==> src/rtl/bcde_pkg.sv <==
package bcde_pkg;

   // default coordinate width
   localparam int CoordWidthDefault = 16;
   // result field width
   localparam int DistWidth = 17;

   // control bits that follow a request down the pipeline
   typedef struct packed {
      logic valid;
   } lane_ctl_type;

endpackage

==> src/rtl/bcde_lane.sv <==
module bcde_lane #(
   parameter int COORD_WIDTH = bcde_pkg::CoordWidthDefault
) (
   input  logic                          clock,
   input  logic signed [COORD_WIDTH-1:0] a_low,
   input  logic signed [COORD_WIDTH-1:0] a_high,
   input  logic signed [COORD_WIDTH-1:0] b_low,
   input  logic signed [COORD_WIDTH-1:0] b_high,
   output logic [2*COORD_WIDTH-1:0]      sq_min,
   output logic [2*COORD_WIDTH-1:0]      sq_max
);
   import bcde_pkg::*;

   localparam int DW  = COORD_WIDTH + 1;
   localparam int SQW = 2 * COORD_WIDTH;

   logic [DW-1:0] d0, d1, d2, d3, lo01, hi01, lo23, hi23;
   logic [DW-1:0] dmin_in, dmax_in, dmin_ff, dmax_ff;
   logic [2*COORD_WIDTH-1:0] sq_min_ff, sq_max_ff;

   function automatic logic [DW-1:0] absd(input logic signed [COORD_WIDTH-1:0] p,
                                          input logic signed [COORD_WIDTH-1:0] q);
      logic signed [DW-1:0] d;
      d = DW'(p) - DW'(q);
      return d[DW-1] ? DW'(-d) : DW'(d);
   endfunction

   // four pairings and their extremes
   always_comb begin
      d0 = absd(a_low, b_low);
      d1 = absd(a_low, b_high);
      d2 = absd(a_high, b_low);
      d3 = absd(a_high, b_high);
      lo01 = (d1 < d0) ? d1 : d0;
      hi01 = (d1 > d0) ? d1 : d0;
      lo23 = (d3 < d2) ? d3 : d2;
      hi23 = (d3 > d2) ? d3 : d2;
      dmin_in = (lo23 < lo01) ? lo23 : lo01;
      dmax_in = (hi23 > hi01) ? hi23 : hi01;
   end

   // difference stage then square stage
   always_ff @(posedge clock) begin
      dmin_ff   <= dmin_in;
      dmax_ff   <= dmax_in;
      sq_min_ff <= SQW'(dmin_ff) * SQW'(dmin_ff);
      sq_max_ff <= SQW'(dmax_ff) * SQW'(dmax_ff);
   end

   assign sq_min = sq_min_ff;
   assign sq_max = sq_max_ff;
endmodule

==> config.mk <==
export PLATFORM = sky130hd
export DESIGN_NAME = bcde_lane
export DESIGN_NICKNAME = d
export VERILOG_FILES = /design/src/rtl/bcde_pkg.sv /design/src/rtl/bcde_lane.sv
export SDC_FILE = /design/constraint.sdc
export NUM_CORES = 2
export LEC_CHECK = 0
export BUFFER_PORTS_ARGS = -buffer_cell sky130_fd_sc_hd__clkbuf_2
export CAP_MARGIN = 20
export CORE_MARGIN = 2
export CORE_UTILIZATION = 45
export DETAILED_ROUTE_END_ITERATION = 7
export MAX_ROUTING_LAYER = met4
export SYNTH_ARGS = -nofsm -noshare
export SYNTH_HDL_FRONTEND = slang
export SYNTH_SLANG_ARGS = --single-unit
==> constraint.sdc <==
create_clock -name clock -period 9.45 [get_ports clock]
set_input_delay 0.4725 -clock clock [delete_from_list [all_inputs] [get_ports clock]]
set_output_delay 0.4725 -clock clock [all_outputs]
set_load 0.05 [all_outputs]
==> out/results.ini <==
[route]
drc = 0
wirelength_um = 61280
drt-initial-drc-count = 959
via_per_inst = 5.098
drtPass1Iterations = 5
wl_per_cell_um = 16.28
vias = 19180
drtAntennaViolNets = 0

[placed_design]
portBuffers = 126
gp_congestion = 0.9466
dpl.hpwl_um = 53210
dp.cells = 3744

[synthesis]
async_reset_ff_frac = 0
synth_edf_count = 0
yosysSeqAreaShare = 0.07569
ys_types = 111
synth_cells = 2907
avgSynthCellArea_um2 = 8.734
netlist_area_um2 = 25390
ys_warn_count = 0
yosys_most_used_dff = dfxtp_1
ys_ff_latch = 96

[floorplan]
die_h_um = 241.5
die_w_um = 241.5
rows = 87
fp.coreArea_um2 = 56060
ios = 129
die-area_um2 = 58340
start_util = 0.4529

[layout]
nets = 3785
num-fill-cells = 5426
final_cell_mix = inv_1 (693), fa_1 (388), ha_1 (331)
area_growth_pct = 6.682
final_common_cell = inv_1
regArea_um2 = 1922
multiInputGateArea_um2 = 20570
instances_no_fill = 3763
drive_above_1_share = 0.07418

[clock_network]
post_cts_resize_count = 0
cts_tree = built
clock-sinks = 96
clkTransAtPathRegs_ns = 0.09
clockBufferDepth = 2
htree_levels = 3
clockRootBuffer = clkbuf_16
clkLatencyLatePin_ns = 0.39
hold_buffers = 0
cts_setup_buffers = 0
cts-buffers-inserted = 9

[timing]
finalMaxSlewViolations = 0
rsz0062_at_grt = false
hold_violations = 0
worst_pin_slew_ns = 0.9509
skew_ns = 0.01851
setup_viol = 0
timing.fmax_mhz = 125.8
maxSlewHeadroom = 0.3652
min_period_over_period = 0.8411
fin_setup_tns_ns = 0
min_period_ns = 7.948

[global_route]
grt_antenna_before_repair = 1
grt_start_max_net_pins = 34
track_usage = 0.2239
grt_pass1_wl_um = 102900
overflow = 0
grt_pass1_vias = 20310

[worst_hold_path]
min_to = sq_min[0]
hp-class = reg2reg
holdPathStages = 0
hold_start = dmin_ff[0]

[setup_path]
reg2reg_depth = 24
start_kind = input port
crit_buf_inv = 4
critPathArrivalTime_ns = 8.27
crit_fanout = 13
crit_type = in2reg
required_ns = 9.77
r2r_setup_slack_ns = 1.92
regToRegStartpoint = dmin_ff[11]
cp-end-kind = flip-flop
r2r_end = sq_min[31]
crit_slowest_cell = o31ai_1
crit_family = compound AO/OA/AOI/OAI gates
slowest_delay_ns = 0.59
worst_path_most_repeated_cell = o21a_1

[run_status]
status = complete, no violations

[flow_run]
max_cap_violations = 0

==> kinds of logic after synthesis <==
kind of cell | Yosys count | synth area share
XOR/XNOR | 177 | 0.06327
AO/OA/AOI/OAI | 399 | 0.1096
buffers and inverters | 751 | 0.1146
AND/OR/NAND/NOR | 675 | 0.1323
multiplexers | 89 | 0.03533
flip-flops | 96 | 0.07569
adder cells (fa/ha/maj) | 719 | 0.4690
other | 1 | 0.0001477
==> worst max path at each step <==
stage / from / end / slack [ns] / cells after the start
2_1_floorplan: a_low[0] / dmax_ff[10] / 1.55 / 39
3_5_place_dp: a_low[0] / dmax_ff[0] / 0.95 / 39
6_report: a_low[0] / dmax_ff[13] / 1.50 / 40
5_1_grt: a_low[0] / dmax_ff[12] / 0.98 / 40
3_3_place_gp: a_low[0] / dmax_ff[0] / 1.01 / 39
4_1_cts: a_low[0] / dmax_ff[0] / 1.34 / 39
==> layer usage <==
metal	track usage	up-vias	part of all wire
li1	-	9376	-
met1	0.2977	9400	0.47
met2	0.3707	358	0.47
met3	0.01953	48	0.035
met4	0.05298	0	0.018
met5	-	-	0
==> registers in the layout (all words and copies together) (netlist names) <==
signal / flops
dmax_ff: 17
sq_max: 31
sq_min: 31
dmin_ff: 17
==> final cells by class <==
class,instances,area share
Antenna cell,1,0.00009238
Sequential cell,96,0.07095
Clock buffer,9,0.008314
Timing Repair Buffer,140,0.02730
Clock inverter,7,0.003095
Tap cell,756,0.03492
Multi-Input combinational cell,2061,0.7593
Inverter,693,0.09603
==> worst reg2reg max path: cells and delay by family, from the launching register on <==
family	cells	cell delay [ns]
adders and majority gates	7	3.11
DFF	1	0.73
and+or+nand+nor	3	1.19
buffers and inverters	5	0.63
xor gates and xnor gates	1	0.13
AOI/OAI and AO/OA	8	1.70
==> synthesized netlist by cell type (all sizes together) (38+ instances only) <==
| master | count | share of area |
|---|---|---|
| ha | 331 | 0.16 |
| xor2 | 58 | 0.021 |
| xnor2 | 119 | 0.043 |
| o21ai | 81 | 0.017 |
| a21oi | 118 | 0.024 |
| nor2 | 135 | 0.020 |
| dfxtp | 96 | 0.076 |
| mux2i | 84 | 0.033 |
| inv | 693 | 0.10 |
| fa | 388 | 0.31 |
| nand3 | 38 | 0.0080 |
| a21o | 51 | 0.015 |
| nand2 | 230 | 0.034 |
| and2 | 103 | 0.025 |
| clkbuf | 47 | 0.0082 |
==> metrics by stage <==
step | util | hold slack, ns | setup slack (ns) | cell area [um2]
finish | 0.4832 | 0.7734 | 1.502 | 27090
global route | 0.4832 | 0.8236 | 0.9764 | 27090
CTS | 0.4828 | 0.7877 | 1.337 | 27070
detailed placement | 0.4773 | 0.7918 | 0.9471 | 26760
global placement | 0.4773 | 0.7846 | 1.009 | 26760
floorplan | - | 0.4083 | 1.553 | 25390
Power is not shown: default switching activity piles up to over one toggle a cycle in this logic, so the estimate is an artifact.
