<file path="config.mk">
export PLATFORM = sky130hd
export DESIGN_NAME = bcde_sqrt
export DESIGN_NICKNAME = d
export VERILOG_FILES = /design/src/rtl/bcde_pkg.sv /design/src/rtl/bcde_sqrt.sv
export SDC_FILE = /design/constraint.sdc
export NUM_CORES = 1
export LEC_CHECK = 0
export ABC_AREA = 0
export BUFFER_PORTS_ARGS = -buffer_cell sky130_fd_sc_hd__buf_4
export CORE_MARGIN = 2
export CORE_UTILIZATION = 42
export CTS_CLUSTER_DIAMETER = 80
export DETAILED_ROUTE_END_ITERATION = 7
export MAX_ROUTING_LAYER = met4
export PLACE_DENSITY = 0.69
export SYNTH_ARGS = -nofsm -noshare
export SYNTH_HDL_FRONTEND = slang
export SYNTH_SLANG_ARGS = --single-unit
</file>
<file path="constraint.sdc">
create_clock -name clock -period 2.95 [get_ports clock]
set_input_delay 0.59 -clock clock [delete_from_list [all_inputs] [get_ports clock]]
set_output_delay 0.59 -clock clock [all_outputs]
set_load 0.1 [all_outputs]
</file>
<file path="src/rtl/bcde_pkg.sv">
package bcde_pkg;

   // default coordinate width
   localparam int CoordWidthDefault = 16;
   // result field width
   localparam int DistWidth = 17;

   // control bits that follow a request down the pipeline
   typedef struct packed {
      logic valid;
   } lane_ctl_type;

endpackage

</file>
<file path="src/rtl/bcde_sqrt.sv">
module bcde_sqrt #(
   parameter int SW = 2 * bcde_pkg::CoordWidthDefault + 2,
   parameter int RW = bcde_pkg::DistWidth
) (
   input  logic          clock,
   input  logic [SW-1:0] radicand,
   output logic [RW-1:0] root
);
   import bcde_pkg::*;

   // one result bit per stage, restoring form on the remainder
   logic [SW-1:0] rem_ff  [1:RW];
   logic [RW-1:0] root_ff [1:RW];

   for (genvar s = 0; s < RW; s++) begin : g_stage
      localparam int B = RW - 1 - s;
      logic [SW+1:0] trial;
      logic [SW+1:0] rem_w;
      logic [SW-1:0] rem_cur;
      logic [SW-1:0] rem_in;
      logic [RW-1:0] root_cur;
      logic [RW-1:0] root_in;
      // stage input: the radicand or the previous stage
      if (s == 0) begin : g_first
         assign rem_cur  = radicand;
         assign root_cur = '0;
      end else begin : g_next
         assign rem_cur  = rem_ff[s];
         assign root_cur = root_ff[s];
      end
      always_comb begin
         // (r+2^b)^2 - r^2 = 2^(b+1) r + 2^(2b)
         trial = ((SW+2)'(root_cur) << (B + 1)) + ((SW+2)'(1) << (2 * B));
         rem_w = (SW+2)'(rem_cur);
         if (trial <= rem_w) begin
            rem_in  = SW'(rem_w - trial);
            root_in = root_cur | (RW'(1) << B);
         end else begin
            rem_in  = rem_cur;
            root_in = root_cur;
         end
      end
      always_ff @(posedge clock) begin
         rem_ff[s+1]  <= rem_in;
         root_ff[s+1] <= root_in;
      end
   end

   assign root = root_ff[RW];
endmodule

</file>
==> results_dict.tcl <==
set metrics [dict create \
    status "complete, no violations" \
    crit_required_ps 3440 \
    seqPwrFrac_pct 42.3 \
    p_leak_nw 13.7 \
    remaining_drc_errors 0 \
    synthMuxAreaShare_pct 1.08 \
    synth_top_family_by_area "simple AND/OR/NAND/NOR gates" \
    path_clk_slew_ps 60 \
    via_per_inst 4.99 \
    design_area_um2 30400 \
    endpoint_kind "flip-flop" \
    ys_async_sr_fraction_pct 0 \
    hold_buffers 0 \
    ys_top_cells_by_count "697 x dfxtp_1, 220 x inv_1, 181 x ha_1" \
    max_slew_margin_pct 54.8 \
    hold_violations 0 \
    die_x_um 253 \
    crit_type "reg2reg" \
    synth_most_common_cell "dfxtp_1" \
    pwr-share-comb_pct 29.0 \
    std_cell_rows 91 \
    gr-usage-all-layers_pct 17.1 \
    met1_usage_pct 15.6 \
    p_switching_mw 10.4 \
    ys_seq_area_share_pct 53.5 \
    yosysUniqueCellTypes 80 \
    yosysWarnings 0 \
    use_met3_pct 3.08 \
    grt_pass1_vias 18400 \
    clk_latency_ps 640 \
    post-place-ws_ps -199 \
    grt_pass1_wl_um 86300 \
    finalWeightedCongestion 0.969 \
    core_um2 61600 \
    root_buffer "clkbuf_16" \
    yosysTopAreaCell "dfxtp_1" \
    io_buffers 51 \
    die_area_um2 64200 \
    fill_cells 5403 \
    antenna_found_initial 0 \
    netlist_instances 2570 \
    synth_compound_area_share_pct 10.6 \
    fmax_ghz 0.351 \
    yosys.area.top_type_share_pct 53.5 \
    min_from "radicand[31]" \
    synthXorXnorAreaFrac_pct 7.52 \
    grt_overflow 0 \
    final_util_pct 49.4 \
    max_cap_violations 0 \
    setup_violations 0 \
    r2r_cells 8 \
    dr.first_iter.drc_count 697 \
    synth_nets 2786 \
    grt_setup_unrepaired "yes" \
    synthToLayoutAreaGrowth_pct 16.6 \
    initial_core_util_pct 42.4 \
    drive_above_1_share_pct 10.7 \
    arrival_ps 3340 \
    grt_busiest_layer "met2" \
    ant_nets 0 \
    grt_use_met2_pct 33.2 \
    post_synth_fa_ha_maj_area_fraction_pct 8.68 \
    die_h_um 253 \
    cts_made_buffers 70 \
    p_sw_share_pct 32.7 \
    wl_per_cell_um 14.7 \
    rrSetupSlack_ps 100 \
    syn_area_per_cell_um2 10.2 \
    grt_max_degree 30 \
    dpl_cell_area_um2 27700 \
    p_clk_share_pct 28.7 \
    dr.pass1.iters 5 \
    p_int_mw 21.4 \
    r2r_end "rem_ff[0][270]$_DFF_P_" \
    yosys.area_share.simple_pct 14.6 \
    synth-main-ff-cell "dfxtp_1" \
    vdd_ir_drop_max_uv 566 \
    nets 2914 \
    h-tree-depth 3 \
    clock_path_buffers 3 \
    p_per_area_nw_per_um2 1040 \
    maxSlewViolCount 0 \
    synthTopCellsByArea "dfxtp_1 53%, ha_1 8.7%, xor2_1 4.1%" \
    vias 17900 \
    diodes 0 \
    hold_class "in2reg" \
    holdPathStages 1 \
    holdPathEnd "rem_ff[0][65]$_DFF_P_" \
    synth-seq-cells 697 \
    clock_skew_ps 35.5 \
    dp_hpwl_um 40500 \
    fin_crit_sh_pct 96.5 \
    wl_um 52800 \
    p_total_mw 31.7 \
    syn_area_um2 26100 \
    clock_sinks 697 \
    fin_ws_ps 105 \
    worst_pin_slew_ps 675 \
    cts_tree "done" \
    io_pins 52 \
    synth-edff-count 0 \
    start_kind "flip-flop" \
    worstReg2RegStart "root_ff[0][118]$_DFF_P_" \
    timing.final.crit_period_ps 2850 \
    path_max_fanout 5 \
]
## registers in the layout, summed over array words and instances, names as in the netlist
name	flops
rem_ff	544
root_ff	153
## worst max-delay path by stage
stage | start | end | slack (ps)
floorplan | root_ff[0][237]$_DFF_P_ | rem_ff[0][504]$_DFF_P_ | 200
global placement | root_ff[0][199]$_DFF_P_ | rem_ff[0][438]$_DFF_P_ | -150
detailed placement | root_ff[0][200]$_DFF_P_ | rem_ff[0][438]$_DFF_P_ | -200
CTS | root_ff[0][241]$_DFF_P_ | rem_ff[0][539]$_DFF_P_ | 1
global route | rem_ff[0][498]$_DFF_P_ | rem_ff[0][519]$_DFF_P_ | -30
finish | root_ff[0][118]$_DFF_P_ | rem_ff[0][270]$_DFF_P_ | 100
## repair_timing
| action | CTS | global route |
|---|---|---|
| endpoints found under the setup margin | 12 | 52 |
| endpoints found under the hold margin | 0 | 0 |
| pin swaps | 4 | 7 |
| buffers inserted | 1 | 0 |
| resized for setup | 13 | 28 |
## cell usage in the layout (no fill, tap or decap), types with 13 or more instances in the layout
| master | instances |
|---|---|
| mux2_2 | 14 |
| o21ai_0 | 139 |
| o21a_1 | 30 |
| nor2_1 | 123 |
| xor2_1 | 121 |
| a21o_1 | 46 |
| ha_1 | 177 |
| xnor2_1 | 103 |
| clkbuf_1 | 13 |
| a21oi_1 | 127 |
| o31ai_1 | 14 |
| inv_1 | 220 |
| dfxtp_1 | 694 |
| nor2b_1 | 24 |
| clkbuf_8 | 14 |
| nor3_1 | 76 |
| nand4_1 | 38 |
| clkbuf_16 | 70 |
| buf_4 | 98 |
| nand2_1 | 176 |
| nand2b_1 | 32 |
| nand3_1 | 30 |
| or3_1 | 34 |
| nor4_1 | 76 |
## per-stage QoR
step / instances / hold WS [ps] / TNS (ps)
after floorplan: 2570 / 322 / 0
after global placement: 3462 / 330 / -840
after detailed placement: 3462 / 331 / -988
after CTS: 3583 / 9.10 / 0
after global routing: 3583 / 7.49 / -38.0
final: 3583 / 42.5 / 0
## layer usage
layer / wire, um / vias up
met2: 28500 / 347
met1: 20000 / 8260
met5: 0 / -
met3: 1560 / 172
li1: - / 9104
met4: 2660 / 0
## power by group through the flow
stage | Clock [mW] | Combinational [mW] | Sequential, mW
detailed placement | 0 | 8.99 | 13.6
global placement | 0 | 8.64 | 13.5
CTS | 9.31 | 9.09 | 13.4
floorplan | 0 | 6.94 | 13.2
finish | 9.11 | 9.19 | 13.4
global route | 9.71 | 10.2 | 13.7
## kinds of logic (layout without fill, tap and decap cells)
kind of cell,count (synthesis),after routing
simple gates,721,721
compound gates,453,453
buf+inv,268,444
mux,26,26
fa+ha+maj,181,181
flops,697,697
xor+xnor,224,224
## worst max-delay path, cell delays in order (launching register included)
cell and delay, ps:
dfxtp_1 400, inv_1 70, ha_1 380, and4b_1 310, nand4_1 230, o21ai_0 400, nor2_1 130, or4b_2 650
xnor2_1 160
## layout make-up
cell class,instances,area [um2],share of cell area (%)
Sequential cell,697,14000,45.9
Multi-Input combinational cell,1605,11300,37.2
Clock buffer,97,1990,6.55
Tap cell,837,1050,3.44
Inverter,222,833,2.74
Timing Repair Buffer,102,798,2.62
Clock inverter,23,467,1.53
(Power assumes the default switching activity.)
